[src/hdl/itda_pkg.sv]
`timescale 1ns / 1ps
// ----------------------------------------------------------------------------
// itda_pkg
// Shared types and constants of the integer to decimal ASCII converter.
// ----------------------------------------------------------------------------
package itda_pkg;

  // Number of value bits that take part in the conversion (8 to 64).
  localparam int VALUE_WIDTH = 64;

  // Decimal digits of the largest VALUE_WIDTH-bit number: floor(W*log10(2))+1.
  localparam int NUM_DIGITS = ((VALUE_WIDTH * 1233) / 4096) + 1;

  // Counter widths.
  localparam int BIT_CNT_W = $clog2(VALUE_WIDTH);
  localparam int DIG_CNT_W = $clog2(NUM_DIGITS + 1);

  // Widths of the stream payloads.
  localparam int IN_DATA_W  = 64;
  localparam int CHAR_W     = 6;
  localparam int OUT_DATA_W = 8;

  // Character codes.
  localparam logic [CHAR_W-1:0] CHAR_MINUS = 6'd45;
  localparam logic [CHAR_W-1:0] CHAR_ZERO  = 6'd48;
  localparam logic [CHAR_W-1:0] CHAR_NINE  = 6'd57;

  // Operation codes carried in tuser.
  localparam logic OP_SIGNED   = 1'b0;
  localparam logic OP_UNSIGNED = 1'b1;

  // One BCD digit.
  typedef logic [3:0] bcd_t;

  // Commands that drive every cell of the digit chain in the same cycle.
  typedef struct packed {
    logic clear;    // zero all digits
    logic convert;  // one shift-and-adjust step, new bit enters at the bottom
    logic shift;    // move every digit one cell toward the top
  } chain_ctrl_t;

endpackage

[src/hdl/itda_digit_cell.sv]
`timescale 1ns / 1ps
// ----------------------------------------------------------------------------
// itda_digit_cell
// One BCD digit of the conversion chain: shift-and-add-3 step or digit move.
// ----------------------------------------------------------------------------
module itda_digit_cell (
  input  logic                 clk,
  input  itda_pkg::chain_ctrl_t ctrl,
  input  logic                 carry_in,   // bit from the cell below
  input  itda_pkg::bcd_t       digit_in,   // digit of the cell below
  output logic                 carry_out,  // bit handed to the cell above
  output itda_pkg::bcd_t       digit       // digit held by this cell
);

  itda_pkg::bcd_t adjusted;

  // Add three before the shift when the digit would overflow past nine.
  assign adjusted  = (digit >= 4'd5) ? (digit + 4'd3) : digit;
  assign carry_out = adjusted[3];

  // Digit register.
  always_ff @(posedge clk) begin
    if (ctrl.clear) begin
      digit <= 4'd0;
    end else if (ctrl.convert) begin
      digit <= {adjusted[2:0], carry_in};
    end else if (ctrl.shift) begin
      digit <= digit_in;
    end
  end

endmodule

[src/hdl/itda_digit_chain.sv]
`timescale 1ns / 1ps
// ----------------------------------------------------------------------------
// itda_digit_chain
// Row of BCD cells; cell 0 is the least significant digit.
// ----------------------------------------------------------------------------
module itda_digit_chain (
  input  logic                  clk,
  input  itda_pkg::chain_ctrl_t ctrl,
  input  logic                  bit_in,     // next magnitude bit, MSB first
  output itda_pkg::bcd_t        top_digit   // most significant digit
);

  logic           carry [itda_pkg::NUM_DIGITS+1];
  itda_pkg::bcd_t digits [itda_pkg::NUM_DIGITS+1];

  // The bottom cell takes the new bit while converting and a zero while moving.
  assign carry[0]  = bit_in;
  assign digits[0] = 4'd0;

  // Each cell sees the carry and digit of the one below it.
  for (genvar i = 0; i < itda_pkg::NUM_DIGITS; i++) begin : g_cell
    itda_digit_cell u_cell (
      .clk      (clk),
      .ctrl     (ctrl),
      .carry_in (carry[i]),
      .digit_in (digits[i]),
      .carry_out(carry[i+1]),
      .digit    (digits[i+1])
    );
  end

  assign top_digit = digits[itda_pkg::NUM_DIGITS];

endmodule

[src/hdl/int_to_decimal_ascii_core.sv]
`timescale 1ns / 1ps
// Operation: a taken request runs VALUE_WIDTH conversion steps; then the leading
//   zero digits (0 to NUM_DIGITS-1 of them) are skipped, a minus sign goes out if
//   the value is negative, and one character leaves for each digit that is left,
//   each held while the receiver stalls. No new request is taken until the last
//   character of the previous text has been accepted.
// Reset: synchronous, active high; clears the control state, digits need none.
// ----------------------------------------------------------------------------
// int_to_decimal_ascii_core
// Converts a signed or unsigned integer to its decimal ASCII characters.
// ----------------------------------------------------------------------------
module int_to_decimal_ascii_core (
  input  logic                             clk,
  input  logic                             rst,
  input  logic                             s_tvalid,
  output logic                             s_tready,
  input  logic [itda_pkg::IN_DATA_W-1:0]   s_tdata,   // [63:0] value
  input  logic                             s_tuser,   // [0] op
  output logic                             m_tvalid,
  input  logic                             m_tready,
  output logic [itda_pkg::OUT_DATA_W-1:0]  m_tdata,   // [5:0] character, [7:6] zero
  output logic                             m_tlast    // last
);

  localparam logic [2:0] ST_IDLE = 3'd0;
  localparam logic [2:0] ST_CONV = 3'd1;
  localparam logic [2:0] ST_SKIP = 3'd2;
  localparam logic [2:0] ST_SIGN = 3'd3;
  localparam logic [2:0] ST_EMIT = 3'd4;

  logic [2:0]                       state;
  logic [2:0]                       state_next;
  logic [itda_pkg::VALUE_WIDTH-1:0] mag;
  logic                             negative;
  logic [itda_pkg::BIT_CNT_W-1:0]   bit_cnt;
  logic [itda_pkg::DIG_CNT_W-1:0]   remaining;
  logic [itda_pkg::VALUE_WIDTH-1:0] raw;
  logic                             raw_neg;
  logic                             in_req;
  logic                             out_req;
  logic                             skip_zero;
  itda_pkg::chain_ctrl_t            ctrl;
  itda_pkg::bcd_t                   top_digit;
  logic [itda_pkg::CHAR_W-1:0]      character;

  // Input side: low value bits, sign detection in signed mode.
  assign raw      = s_tdata[itda_pkg::VALUE_WIDTH-1:0];
  assign raw_neg  = (s_tuser == itda_pkg::OP_SIGNED) && raw[itda_pkg::VALUE_WIDTH-1];
  assign s_tready = (state == ST_IDLE);
  assign in_req   = s_tvalid && s_tready;
  assign out_req  = m_tvalid && m_tready;

  // A leading zero is dropped unless it is the only digit left.
  assign skip_zero = (top_digit == 4'd0) && (remaining > itda_pkg::DIG_CNT_W'(1));

  // Chain commands.
  always_comb begin
    ctrl.clear   = in_req;
    ctrl.convert = (state == ST_CONV);
    ctrl.shift   = ((state == ST_SKIP) && skip_zero) || ((state == ST_EMIT) && out_req);
  end

  // Next state.
  always_comb begin
    state_next = state;
    unique case (state)
      ST_IDLE: begin
        if (in_req) begin
          state_next = ST_CONV;
        end
      end
      ST_CONV: begin
        if (bit_cnt == '0) begin
          state_next = ST_SKIP;
        end
      end
      ST_SKIP: begin
        if (!skip_zero) begin
          state_next = negative ? ST_SIGN : ST_EMIT;
        end
      end
      ST_SIGN: begin
        if (out_req) begin
          state_next = ST_EMIT;
        end
      end
      ST_EMIT: begin
        if (out_req && (remaining == itda_pkg::DIG_CNT_W'(1))) begin
          state_next = ST_IDLE;
        end
      end
      default: begin
        state_next = ST_IDLE;
      end
    endcase
  end

  // State register.
  always_ff @(posedge clk) begin
    if (rst) begin
      state <= ST_IDLE;
    end else begin
      state <= state_next;
    end
  end

  // Magnitude shift register and counters.
  always_ff @(posedge clk) begin
    if (in_req) begin
      mag       <= raw_neg ? (~raw + itda_pkg::VALUE_WIDTH'(1)) : raw;
      negative  <= raw_neg;
      bit_cnt   <= itda_pkg::BIT_CNT_W'(itda_pkg::VALUE_WIDTH - 1);
      remaining <= itda_pkg::DIG_CNT_W'(itda_pkg::NUM_DIGITS);
    end else begin
      if (ctrl.convert) begin
        mag     <= {mag[itda_pkg::VALUE_WIDTH-2:0], 1'b0};
        bit_cnt <= bit_cnt - itda_pkg::BIT_CNT_W'(1);
      end
      if (ctrl.shift) begin
        remaining <= remaining - itda_pkg::DIG_CNT_W'(1);
      end
    end
  end

  // BCD cell row.
  itda_digit_chain u_chain (
    .clk      (clk),
    .ctrl     (ctrl),
    .bit_in   (mag[itda_pkg::VALUE_WIDTH-1]),
    .top_digit(top_digit)
  );

  // Output characters come straight from the state and the top digit.
  assign character = (state == ST_SIGN) ? itda_pkg::CHAR_MINUS
                                        : (itda_pkg::CHAR_ZERO + {2'b00, top_digit});
  assign m_tvalid  = (state == ST_SIGN) || (state == ST_EMIT);
  assign m_tdata   = {2'b00, character};
  assign m_tlast   = (state == ST_EMIT) && (remaining == itda_pkg::DIG_CNT_W'(1));

endmodule

[config.mk]
export PLATFORM = sky130hd
export DESIGN_NAME = int_to_decimal_ascii_core
export DESIGN_NICKNAME = d
export VERILOG_FILES = /design/src/hdl/itda_pkg.sv /design/src/hdl/itda_digit_cell.sv /design/src/hdl/itda_digit_chain.sv /design/src/hdl/int_to_decimal_ascii_core.sv
export SDC_FILE = /design/constraint.sdc
export NUM_CORES = 1
export LEC_CHECK = 0
export BUFFER_PORTS_ARGS = -buffer_cell sky130_fd_sc_hd__buf_2
export CAP_MARGIN = 20
export CORE_MARGIN = 2
export CORE_UTILIZATION = 52
export DETAILED_ROUTE_END_ITERATION = 10
export PLACE_DENSITY_LB_ADDON = 0.3
export REMOVE_ABC_BUFFERS = 1
export SLEW_MARGIN = 20
export SYNTH_ARGS = -nofsm -noshare
export SYNTH_HDL_FRONTEND = slang
export SYNTH_SLANG_ARGS = --single-unit
[constraint.sdc]
create_clock -name clk -period 4.7 [get_ports clk]
set_clock_uncertainty 0.15 [all_clocks]
set_input_delay 0 -clock clk [delete_from_list [all_inputs] [get_ports clk]]
set_output_delay 0 -clock clk [all_outputs]
set_load 0.01 [all_outputs]
==> results of run 1 <==
## through the flow
stage / power [mW] / TNS (ns) / cells / cell area, um^2
after floorplan: 4.95 / -104.53 / 1196 / 10000
after global placement: 5.68 / 0 / 1546 / 10800
after detailed placement: 5.79 / 0 / 1546 / 10800
after CTS: 7.30 / 0 / 1651 / 12200
after global routing: 7.90 / 0 / 1651 / 12200
final: 7.29 / 0 / 1651 / 12200
## synth_stat cells (all sizes together), types with 5 or more instances
cell type | n | area share
xnor2 | 62 | 0.052
clkbuf | 73 | 0.026
o21a | 18 | 0.013
nand4b | 5 | 0.0042
o31ai | 27 | 0.020
nand3 | 24 | 0.012
o21ai | 144 | 0.069
mux2i | 21 | 0.020
o41ai | 7 | 0.0081
nand2 | 143 | 0.052
nor4 | 19 | 0.015
inv | 69 | 0.025
or3 | 9 | 0.0054
edfxtp | 65 | 0.19
nor3 | 25 | 0.012
o32a | 17 | 0.016
ha | 46 | 0.055
xor2 | 23 | 0.019
dfxtp | 94 | 0.18
a31oi | 47 | 0.028
buf | 17 | 0.0082
a21oi | 162 | 0.078
nor2 | 82 | 0.030
or4 | 8 | 0.0065
nand2b | 29 | 0.017
## registers in the layout (all words and copies together), names as in the netlist
name                         flops
remaining                        5
negative                         1
mag                             64
state                            3
bit_cnt                          6
u_chain.g_cell.u_cell.digit     80
## area by class of cell
class                           count  area [um^2]  share of cell area
Clock inverter                     13          129              0.0106
Timing Repair Buffer              158         1180              0.0968
Sequential cell                   159         3830               0.315
Clock buffer                       19          475              0.0391
Tap cell                          265          332              0.0272
Inverter                           70          263              0.0216
Multi-Input combinational cell    967         5960               0.490
## worst max-delay path, cell delays in order
cell           delay (ns)
dlygate4sd3_1        0.54
buf_2                0.15
inv_1                0.07
ha_1                 0.17
or3b_1               0.41
nand4b_1             0.50
or3b_4               0.60
o41ai_2              0.25
xor2_1               0.16
dlygate4sd3_1        0.56
o21ai_1              0.06
## kinds of logic (layout without fill, tap and decap cells)
kind of cell	Yosys count	count (layout)	share of synthesized area
XOR/XNOR	85	85	0.0718
AND/OR/NAND/NOR	368	368	0.172
adder cells (fa/ha/maj)	46	46	0.0555
AO/OA/AOI/OAI	444	444	0.250
flip-flops	159	159	0.370
buffers and inverters	160	260	0.0600
multiplexers	21	21	0.0203
other	2	3	0.000724
## routing by layer
metal  global-route usage  part of all wire  routed length [um]
met1                0.323              0.45               11400
met2                0.394              0.48               12300
met3               0.0399             0.058                1470
met4               0.0824             0.015                 387
met5                    0                 0                   0
## power groups by stage
stage | registers, mW | logic, mW | clock network, mW
2_1_floorplan | 2.58 | 2.37 | 0
3_3_place_gp | 2.68 | 3.00 | 0
3_5_place_dp | 2.70 | 3.09 | 0
4_1_cts | 2.68 | 3.17 | 1.44
5_1_grt | 2.77 | 3.63 | 1.50
6_report | 2.69 | 3.17 | 1.43
## worst max path at each step
stage                     slack (ns)                           endpoint                               start  cells past startpoint
after CTS                       1.30                            mag[42]                          s_tdata[0]                     11
after global placement          1.46  u_chain.g_cell[3].u_cell.digit[3]  u_chain.g_cell[19].u_cell.digit[0]                      9
after floorplan                -1.45                             mag[0]                            state[1]                      3
final                           1.24                            mag[48]                          s_tdata[1]                     11
after global routing            1.11                            mag[41]                          s_tdata[1]                      9
after detailed placement        1.36  u_chain.g_cell[4].u_cell.digit[3]  u_chain.g_cell[19].u_cell.digit[0]                      9
==> impl_summary.log, run 1 <==
[metrics] status: finished, final reports clean
[metrics] post-cts gate resize count: 0
[metrics] IR Drop Worst-Case VDD: 0.340 mV
[metrics] Clock Sink Count: 159
[metrics] sequential-to-total area share from yosys stat: 0.370
[metrics] Top Ports: 80
[metrics] critical path capture point type: flop
[metrics] final worst setup slack: 1.24 ns
[metrics] via count: 9653
[metrics] beginning of the worst register-to-register path: u_chain.g_cell[19].u_cell.digit[0]
[metrics] Placeable Area: 19500 um^2
[metrics] synthesized instance count: 1285
[metrics] kind of start point of the critical path: primary input
[metrics] die height: 145 um
[metrics] Critical Setup Path Class: in -> reg
[metrics] clock-pin slew reported for the worst setup and hold paths after clock tree synthesis: 0.06 ns
[metrics] buffers from clock root to sink, at most: 2
[metrics] setup slack of the most critical reg-to-reg path: 1.37 ns
[metrics] Die Area: 21100 um^2
[metrics] Max Cap Viol: 0
[metrics] Worst Reg-to-Reg Cells: 9
[metrics] worst min-delay path category: in -> reg
[metrics] detailed-router iteration count before antenna repair: 5
[metrics] TritonCTS clock tree: done
[metrics] hold path startpoint: m_tready
[metrics] clock share of power: 0.196
[metrics] Final Util: 0.623
[metrics] initial antenna violation count: 0
[metrics] Leakage: 4.59 nW
[metrics] Core Rows: 51
[metrics] P_int: 4.22 mW
[metrics] r2r endpoint: u_chain.g_cell[4].u_cell.digit[3]
[metrics] most frequent standard cell in the layout excluding fill and tap cells: a21oi_1
[metrics] number of buffers inserted by port buffering: 76
[metrics] Sequential Power Share: 0.369
[metrics] Layout Nets: 1488
[metrics] total global-route track usage: 0.241
[metrics] post-synthesis instance area: 10400 um^2
[metrics] final setup vio count: 0
[metrics] Routed WL per cell: 15.5 um
[metrics] Setup Buffers After CTS: 0
[metrics] horizontal die dimension: 145 um
[metrics] RD Place Congestion: 0.827
[metrics] top flip-flop cell by instance count after synthesis: dfxtp_1
[metrics] fin crit period: 3.46 ns
[metrics] required time of the critical path: 4.71 ns
[metrics] Post-DRT Antenna Nets: 0
[metrics] number of diodes added for antenna fixing: 0
[metrics] EDFF count, synth: 65
[metrics] share of power burned in combinational logic: 0.435
[metrics] Routed Wire Length: 25600 um
[metrics] post-synthesis async set-or-reset flop share: 0
[metrics] worst hold endpoint: state[2]
[metrics] detail-routed via count per cell: 5.85
[metrics] via count of the first global-routing pass: 8997
[metrics] headroom to the max-slew limit: 0.281
[metrics] DR DRC count: 0
[metrics] violation count after the first detailed-routing iteration: 724
[metrics] HPWL Detailed: 15600 um
[metrics] maximum clock rate: 289 MHz
[metrics] global-route wire length before repair: 43000 um
[metrics] H-tree Lvls: 4
[metrics] Yosys warnings: 0
[metrics] Seq cells post-synth: 159
[metrics] arrival time at the worst endpoint: 3.47 ns
[metrics] net switching power of the design: 3.07 mW
[metrics] Fin Hold WS: 0.0474 ns
[metrics] total count of max-transition violations in the final report: 0
[metrics] Congestion Overflow GR: 0
[metrics] Netlist cell types: 61
[metrics] effective utilization at floorplan: 0.531
[metrics] final cycle utilization of the critical path: 0.735
[metrics] number of buffers inserted by hold repair at cts: 73
[metrics] root buffer selected by CTS: clkbuf_16
[metrics] share of layout cells above drive strength 1: 0.0988
[metrics] leading cell types in the layout, fill and taps excluded: a21oi_1 (162), nand2_1 (141), o21ai_0 (138)
[metrics] cell depth of the worst hold path: 6
[metrics] slew at the pin closest to its max-slew limit: 1.08 ns
[metrics] fraction of power spent switching nets: 0.421
[metrics] number of inserted filler cells in the final layout: 1670
[metrics] final hold violation count: 0
[metrics] power density normalized to cell area: 599 nW/um^2
[metrics] TritonCTS buffer count: 17
[metrics] growth of design area from synthesis to finish: 17.3%
[metrics] syn avg cell area: 8.07 um^2
[metrics] largest net degree at the start of global routing: 103
[metrics] Post-Place Worst Slack: 1.36 ns
[metrics] largest fanout of any net on the critical path: 10
[metrics] clock latency at the later pin of the worst-skew pair: 0.44 ns
[metrics] unrepaired setup endpoints after global routing: no
Note: power is estimated with default switching activity, not from simulation.
==> run 2: changes to the inputs <==
==> constraint.sdc (replaced) <==
create_clock -name clk -period 3.2 [get_ports clk]
set_clock_uncertainty 0.15 [all_clocks]
set_input_delay 0 -clock clk [delete_from_list [all_inputs] [get_ports clk]]
set_output_delay 0 -clock clk [all_outputs]
set_load 0.01 [all_outputs]
==> run 2 against run 1 <==
Effect of this change:
- via count hardly changed
- total power is 46% higher
- combinational power is 55% higher
- count of clock-buffer cells in the layout is 1 higher
- largest power group unchanged
==> impl_summary.log, run 2 (same netlist as run 1, synthesis figures left out) <==
[metrics] status: finished, final reports clean
[metrics] root buffer selected by CTS: clkbuf_16
[metrics] power density normalized to cell area: 871 nW/um^2 (+45%)
[metrics] largest registers: u_chain.g_cell.u_cell.digit x80, mag x64, bit_cnt x6
[metrics] Die Area: 21100 um^2 (unchanged)
[metrics] unrepaired setup endpoints after global routing: no
[metrics] leading cell types in the layout, fill and taps excluded: a21oi_1 (162), nand2_1 (141), o21ai_0 (138)
[metrics] RD Place Congestion: 0.883 (+6.8%)
[metrics] largest net degree at the start of global routing: 96 (-6.8%)
[metrics] Critical Setup Path Class: in -> reg
[metrics] Most common cell on crit path: dlygate4sd3_1
[metrics] clock-pin slew reported for the worst setup and hold paths after clock tree synthesis: 0.06 ns (about the same)
[metrics] horizontal die dimension: 145 um (unchanged)
[metrics] Placeable Area: 19500 um^2 (unchanged)
[metrics] number of buffers inserted by port buffering: 76 (unchanged)
[metrics] post-cts gate resize count: 0 (unchanged)
[metrics] Max Cap Viol: 0 (unchanged)
[metrics] number of flip-flops in the largest register: 80 (unchanged)
[metrics] Routed WL per cell: 15.7 um (+1.4%)
[metrics] Fin Hold WS: 0.0142 ns (-0.0333 ns)
[metrics] Setup crit start: s_tdata[6]
[metrics] worst min-delay path category: in -> reg
[metrics] cell depth of the worst hold path: 4 (-2)
[metrics] Top Ports: 80 (unchanged)
[metrics] final setup vio count: 0 (unchanged)
[metrics] hold path startpoint: m_tready
[metrics] Routed Wire Length: 26100 um (+2.2%)
[metrics] IR Drop Worst-Case VDD: 0.401 mV (+18%)
[metrics] critical path's slowest cell: nor2_1
[metrics] maximum clock rate: 328 MHz
[metrics] initial antenna violation count: 0 (unchanged)
[metrics] Congestion Overflow GR: 0 (unchanged)
[metrics] total chip power: 10.7 mW (+46%)
[metrics] fin crit period: 3.05 ns
[metrics] Leakage: 4.62 nW (+0.87%)
[metrics] die height: 145 um (unchanged)
[metrics] critical path capture point type: flop
[metrics] clock latency at the later pin of the worst-skew pair: 0.44 ns (about the same)
[metrics] via count: 9662 (+0.093%)
[metrics] number of diodes added for antenna fixing: 0 (unchanged)
[metrics] arrival time at the worst endpoint: 3.20 ns (-0.27 ns)
[metrics] detailed-router iteration count before antenna repair: 5 (unchanged)
[metrics] Post-DRT Antenna Nets: 0 (unchanged)
[metrics] final hold violation count: 0 (unchanged)
[metrics] required time of the critical path: 3.35 ns (-1.36 ns)
[metrics] total global-route track usage: 0.244 (+0.00329)
[metrics] buffers from clock root to sink, at most: 2 (unchanged)
[metrics] global-route wire length before repair: 43600 um (+1.2%)
[metrics] headroom to the max-slew limit: 0.406 (+0.125)
[metrics] violation count after the first detailed-routing iteration: 626 (-14%)
[metrics] Layout Nets: 1501 (+0.87%)
[metrics] Core Rows: 51 (unchanged)
[metrics] beginning of the worst register-to-register path: state[1]
[metrics] Critical Path Max Stage Delay: 0.60 ns (about the same)
[metrics] DR DRC count: 0 (unchanged)
[metrics] Final Util: 0.627 (+0.00378)
[metrics] most frequent standard cell in the layout excluding fill and tap cells: a21oi_1
[metrics] TritonCTS buffer count: 17 (unchanged)
[metrics] kind of start point of the critical path: primary input
[metrics] largest fanout of any net on the critical path: 7 (-3)
[metrics] cell breakdown of the critical path: dlygate4sd3_1, buf_2, nor4_2, nand4_1, nor2_1, a311oi_1, nor3_1, dlygate4sd3_1
[metrics] effective utilization at floorplan: 0.531 (unchanged)
[metrics] H-tree Lvls: 4 (unchanged)
[metrics] growth of design area from synthesis to finish: 18.1%
[metrics] slew at the pin closest to its max-slew limit: 0.885 ns (-0.193 ns)
[metrics] number of buffers inserted by hold repair at cts: 70 (-4.1%)
[metrics] Clock Sink Count: 159 (unchanged)
[metrics] final cycle utilization of the critical path: 0.953
[metrics] total count of max-transition violations in the final report: 0 (unchanged)
[metrics] TritonCTS clock tree: done
[metrics] Worst Reg-to-Reg Cells: 7 (-2)
[metrics] detail-routed via count per cell: 5.81 (-0.69%)
[metrics] via count of the first global-routing pass: 9166 (+1.9%)
[metrics] register ranked first by flip-flop count: u_chain.g_cell.u_cell.digit
[metrics] share of layout cells above drive strength 1: 0.107 (+0.00837)
[metrics] Setup Buffers After CTS: 0 (unchanged)
[metrics] HPWL Detailed: 16100 um (+2.8%)
## run 2: changes by cell type in the layout (fill, tap and decap cells not counted), sizes merged
cell / previous run / this run
dlygate4sd3: 73 / 70
inv: 75 / 69
clkinvlp: 1 / 3
buf: 85 / 101
bufinv: 2 / 0
clkbuf: 19 / 20
clkinv: 5 / 10
## run 2: worst paths after layout
check,end,slack (ns)
min reg2reg,remaining[4],0.33
min,remaining[0],0.01
max,mag[63],0.15
max reg2reg,state[2],0.27
## run 2: per-layer routing
metal	GRT usage	part of all wire	vias up	routed length [um]
met1	0.321	0.45	4520	11800
met4	0.0750	0.016	0	413
met2	0.405	0.48	304	12500
met5	0	0	-	0
met3	0.0503	0.053	41	1390
li1	-	-	4797	-
## run 2: stage by stage
step / setup WS, ns / setup TNS [ns] / instance area, um^2 / std cells
after global routing: 0.0408 / 0 / 12200 / 1664
final: 0.151 / 0 / 12200 / 1664
after global placement: 0.496 / 0 / 11000 / 1560
after floorplan: -2.95 / -326.03 / 10000 / 1196
after detailed placement: 0.396 / 0 / 11000 / 1560
after CTS: 0.249 / 0 / 12200 / 1662
## run 2: report_power, final
| group | internal, mW | leakage, nW | switching, mW |
|---|---|---|---|
| combinational | 1.90 | 2.96 | 3.00 |
| sequential | 3.22 | 1.42 | 0.718 |
| clock | 0.980 | 0.247 | 0.848 |
| total | 6.10 | 4.62 | 4.56 |
## run 2: cell type report
| cell class | count | area (um^2) |
|---|---|---|
| tap | 265 | 332 |
| clock inverter | 12 | 73.8 |
| clock buffer | 20 | 437 |
| sequential | 159 | 3830 |
| timing repair buffer | 171 | 1350 |
| fill | 1691 | 7280 |
| inverter | 70 | 263 |
| multi-input combinational | 967 | 5960 |
## run 2: worst max-delay path: cells and delay by family
kind	cells	cell delay [ns]
simple gates	4	1.74
buf+inv	3	1.26
compound gates	1	0.19
==> run 3: changes to the inputs <==
--- a/config.mk
+++ b/config.mk
@@ -10,7 +10,7 @@
 export CORE_MARGIN = 2
 export CORE_UTILIZATION = 52
 export DETAILED_ROUTE_END_ITERATION = 10
-export PLACE_DENSITY_LB_ADDON = 0.3
+export PLACE_DENSITY = 0.71
 export REMOVE_ABC_BUFFERS = 1
 export SLEW_MARGIN = 20
 export SYNTH_ARGS = -nofsm -noshare
==> run 3 against run 2 <==
Effect of this change:
- setup slack better by 0.14 ns
- via count down 1.0%
- worst hold slack better by 0.045 ns
- routed wire length down 2.7%
- die area unchanged
- register-to-register slack better by 0.02 ns
- count of clock-buffer cells in the layout down 3
- critical path type is now reg -> reg
==> impl_summary.log, run 3 (same netlist as run 1, synthesis figures left out) <==
[metrics] status: finished, final reports clean
[metrics] final worst setup slack: 0.288 ns (+0.137 ns)
[metrics] required time of the critical path: 3.34 ns (about the same)
[metrics] number of cells in the finished layout apart from fillers: 1660 (-0.24%)
[metrics] growth of design area from synthesis to finish: 17.9% (about the same)
[metrics] Final Util: 0.627 (about the same)
[metrics] share of power burned in combinational logic: 0.451 (-0.008)
[metrics] global-route wire length before repair: 44000 um (+0.90%)
[metrics] power density normalized to cell area: 869 nW/um^2 (-0.26%)
[metrics] fraction of power spent switching nets: 0.428 (+0.000596)
[metrics] number of diodes added for antenna fixing: 0 (unchanged)
[metrics] arrival time at the worst endpoint: 3.05 ns (-0.15 ns)
[metrics] Critical Setup Path Class: reg -> reg
[metrics] Clock Sink Count: 159 (unchanged)
[metrics] horizontal die dimension: 145 um (unchanged)
[metrics] number of flip-flops in the largest register: 80 (unchanged)
[metrics] leading cell types in the layout, fill and taps excluded: a21oi_1 (162), nand2_1 (141), o21ai_0 (138)
[metrics] final cycle utilization of the critical path: 0.910 (-0.0429)
[metrics] net switching power of the design: 4.55 mW (-0.22%)
[metrics] final standard cell area without fillers: 12200 um^2 (about the same)
[metrics] Placeable Area: 19500 um^2 (unchanged)
[metrics] Die Area: 21100 um^2 (unchanged)
[metrics] final setup vio count: 0 (unchanged)
[metrics] Max Cap Viol: 0 (unchanged)
[metrics] violation count after the first detailed-routing iteration: 757 (+21%)
[metrics] Routed WL per cell: 15.3 um (-2.5%)
[metrics] register ranked first by flip-flop count: u_chain.g_cell.u_cell.digit
[metrics] Post-Place Worst Slack: 0.446 ns (+0.0493 ns)
[metrics] via count: 9565 (-1.0%)
[metrics] largest registers: u_chain.g_cell.u_cell.digit x80, mag x64, bit_cnt x6
[metrics] critical path capture point type: flop
[metrics] TritonCTS buffer count: 17 (unchanged)
[metrics] Core Rows: 51 (unchanged)
[metrics] share of layout cells above drive strength 1: 0.109 (+0.00174)
[metrics] effective utilization at floorplan: 0.531 (unchanged)
[metrics] cell area reported after detailed placement: 11000 um^2 (+0.16%)
[metrics] fin crit period: 2.91 ns (-0.137 ns)
[metrics] Routed Wire Length: 25400 um (-2.7%)
[metrics] Layout Nets: 1497 (-0.27%)
[metrics] Fin Hold WS: 0.0594 ns (+0.0453 ns)
[metrics] detailed-router iteration count before antenna repair: 5 (unchanged)
[metrics] P_int: 6.07 mW (-0.46%)
[metrics] post-placement cell count: 1559 (-0.064%)
[metrics] IR Drop Worst-Case VDD: 0.522 mV (+30%)
[metrics] Sequential Power Share: 0.371 (+0.002)
[metrics] total chip power: 10.6 mW (-0.36%)
[metrics] number of buffers inserted by port buffering: 76 (unchanged)
[metrics] largest net degree at the start of global routing: 78 (-19%)
[metrics] slew at the pin closest to its max-slew limit: 1.05 ns (+0.163 ns)
[metrics] via count of the first global-routing pass: 9297 (+1.4%)
[metrics] total count of max-transition violations in the final report: 0 (unchanged)
[metrics] Setup Buffers After CTS: 0 (unchanged)
[metrics] clock-pin slew reported for the worst setup and hold paths after clock tree synthesis: 0.07 ns (about the same)
[metrics] HPWL Detailed: 15800 um (-1.6%)
[metrics] headroom to the max-slew limit: 0.301 (-0.105)
[metrics] kind of start point of the critical path: flop
[metrics] Post-DRT Antenna Nets: 0 (unchanged)
[metrics] TritonCTS clock tree: done
[metrics] worst min-delay path category: in -> reg
[metrics] clock latency at the later pin of the worst-skew pair: 0.43 ns (about the same)
[metrics] initial antenna violation count: 0 (unchanged)
[metrics] number of inserted filler cells in the final layout: 1696 (+0.30%)
[metrics] buffers from clock root to sink, at most: 2 (unchanged)
[metrics] most frequent standard cell in the layout excluding fill and tap cells: a21oi_1
[metrics] Congestion Overflow GR: 0 (unchanged)
[metrics] root buffer selected by CTS: clkbuf_16
[metrics] unrepaired setup endpoints after global routing: no
[metrics] clock share of power: 0.178 (+0.007)
[metrics] largest fanout of any net on the critical path: 27 (+20)
[metrics] total global-route track usage: 0.244 (+0.000424)
[metrics] die height: 145 um (unchanged)
[metrics] Leakage: 4.60 nW (-0.44%)
[metrics] maximum clock rate: 343 MHz (+4.7%)
[metrics] final hold violation count: 0 (unchanged)
[metrics] Top Ports: 80 (unchanged)
[metrics] RD Place Congestion: 0.817 (-7.5%)
[metrics] DR DRC count: 0 (unchanged)
[metrics] Total Neg Setup Slack: 0 ns (unchanged)
[metrics] detail-routed via count per cell: 5.76 (-0.77%)
[metrics] H-tree Lvls: 4 (unchanged)
==> run 3: changes by cell type in the layout (fill, tap and decap cells not counted), moves of 2 or more <==
cell and delta:
buf_12 +2, clkbuf_1 -3, clkinv_2 -5, clkinv_4 +2
inv_6 +4, buf_16 -2, buf_4 -3
==> run 3: layout make-up <==
type | count | area (um^2) | area share
clock buffers | 17 | 425 | 0.0348
repair buffers | 167 | 1300 | 0.106
multi-input cells | 967 | 5970 | 0.488
well taps | 265 | 332 | 0.0271
inverters | 70 | 263 | 0.0215
clock inverters | 15 | 114 | 0.00931
flip-flops and latches | 159 | 3830 | 0.313
==> run 3: final timing paths <==
path	slack, ns	from	cells past startpoint	to
worst min register to register	0.32	remaining[4]	1	remaining[4]
worst min-delay path	0.06	m_tready	6	state[2]
worst max-delay path	0.29	state[1]	7	mag[63]
worst max register to register	0.29	state[1]	7	mag[63]
==> run 3: worst max-delay path, cell delays in order, from the launching register on <==
cell and delay [ns]:
dfxtp_1 0.46, nor3_2 0.37, nand2_4 0.29, inv_1 0.42, buf_4 0.31, nor2_1 0.06, nor3_1 0.15, dlygate4sd3_1 0.56
==> run 3: per-layer routing <==
layer / vias up / routed length (um) / global-route usage
met3: 23 / 1310 / 0.0469
met2: 249 / 12500 / 0.421
met5: - / 0 / 0
met1: 4507 / 11400 / 0.315
met4: 0 / 228 / 0.0632
li1: 4786 / - / -
==> run 3: what timing repair did <==
action | CTS | global route
hold endpoints to repair | 68 | 0
setup endpoints to repair | 0 | 1
resized for setup | 0 | 2
hold buffers | 69 | 0
==> run 3: power by group through the flow <==
| stage | clock network, mW | registers (mW) | logic (mW) |
|---|---|---|---|
| 2_1_floorplan | 0 | 3.78 | 3.48 |
| 3_3_place_gp | 0 | 3.93 | 4.56 |
| 3_5_place_dp | 0 | 3.96 | 4.69 |
| 4_1_cts | 1.93 | 3.93 | 4.80 |
| 5_1_grt | 2.01 | 4.07 | 5.51 |
| 6_report | 1.89 | 3.94 | 4.79 |
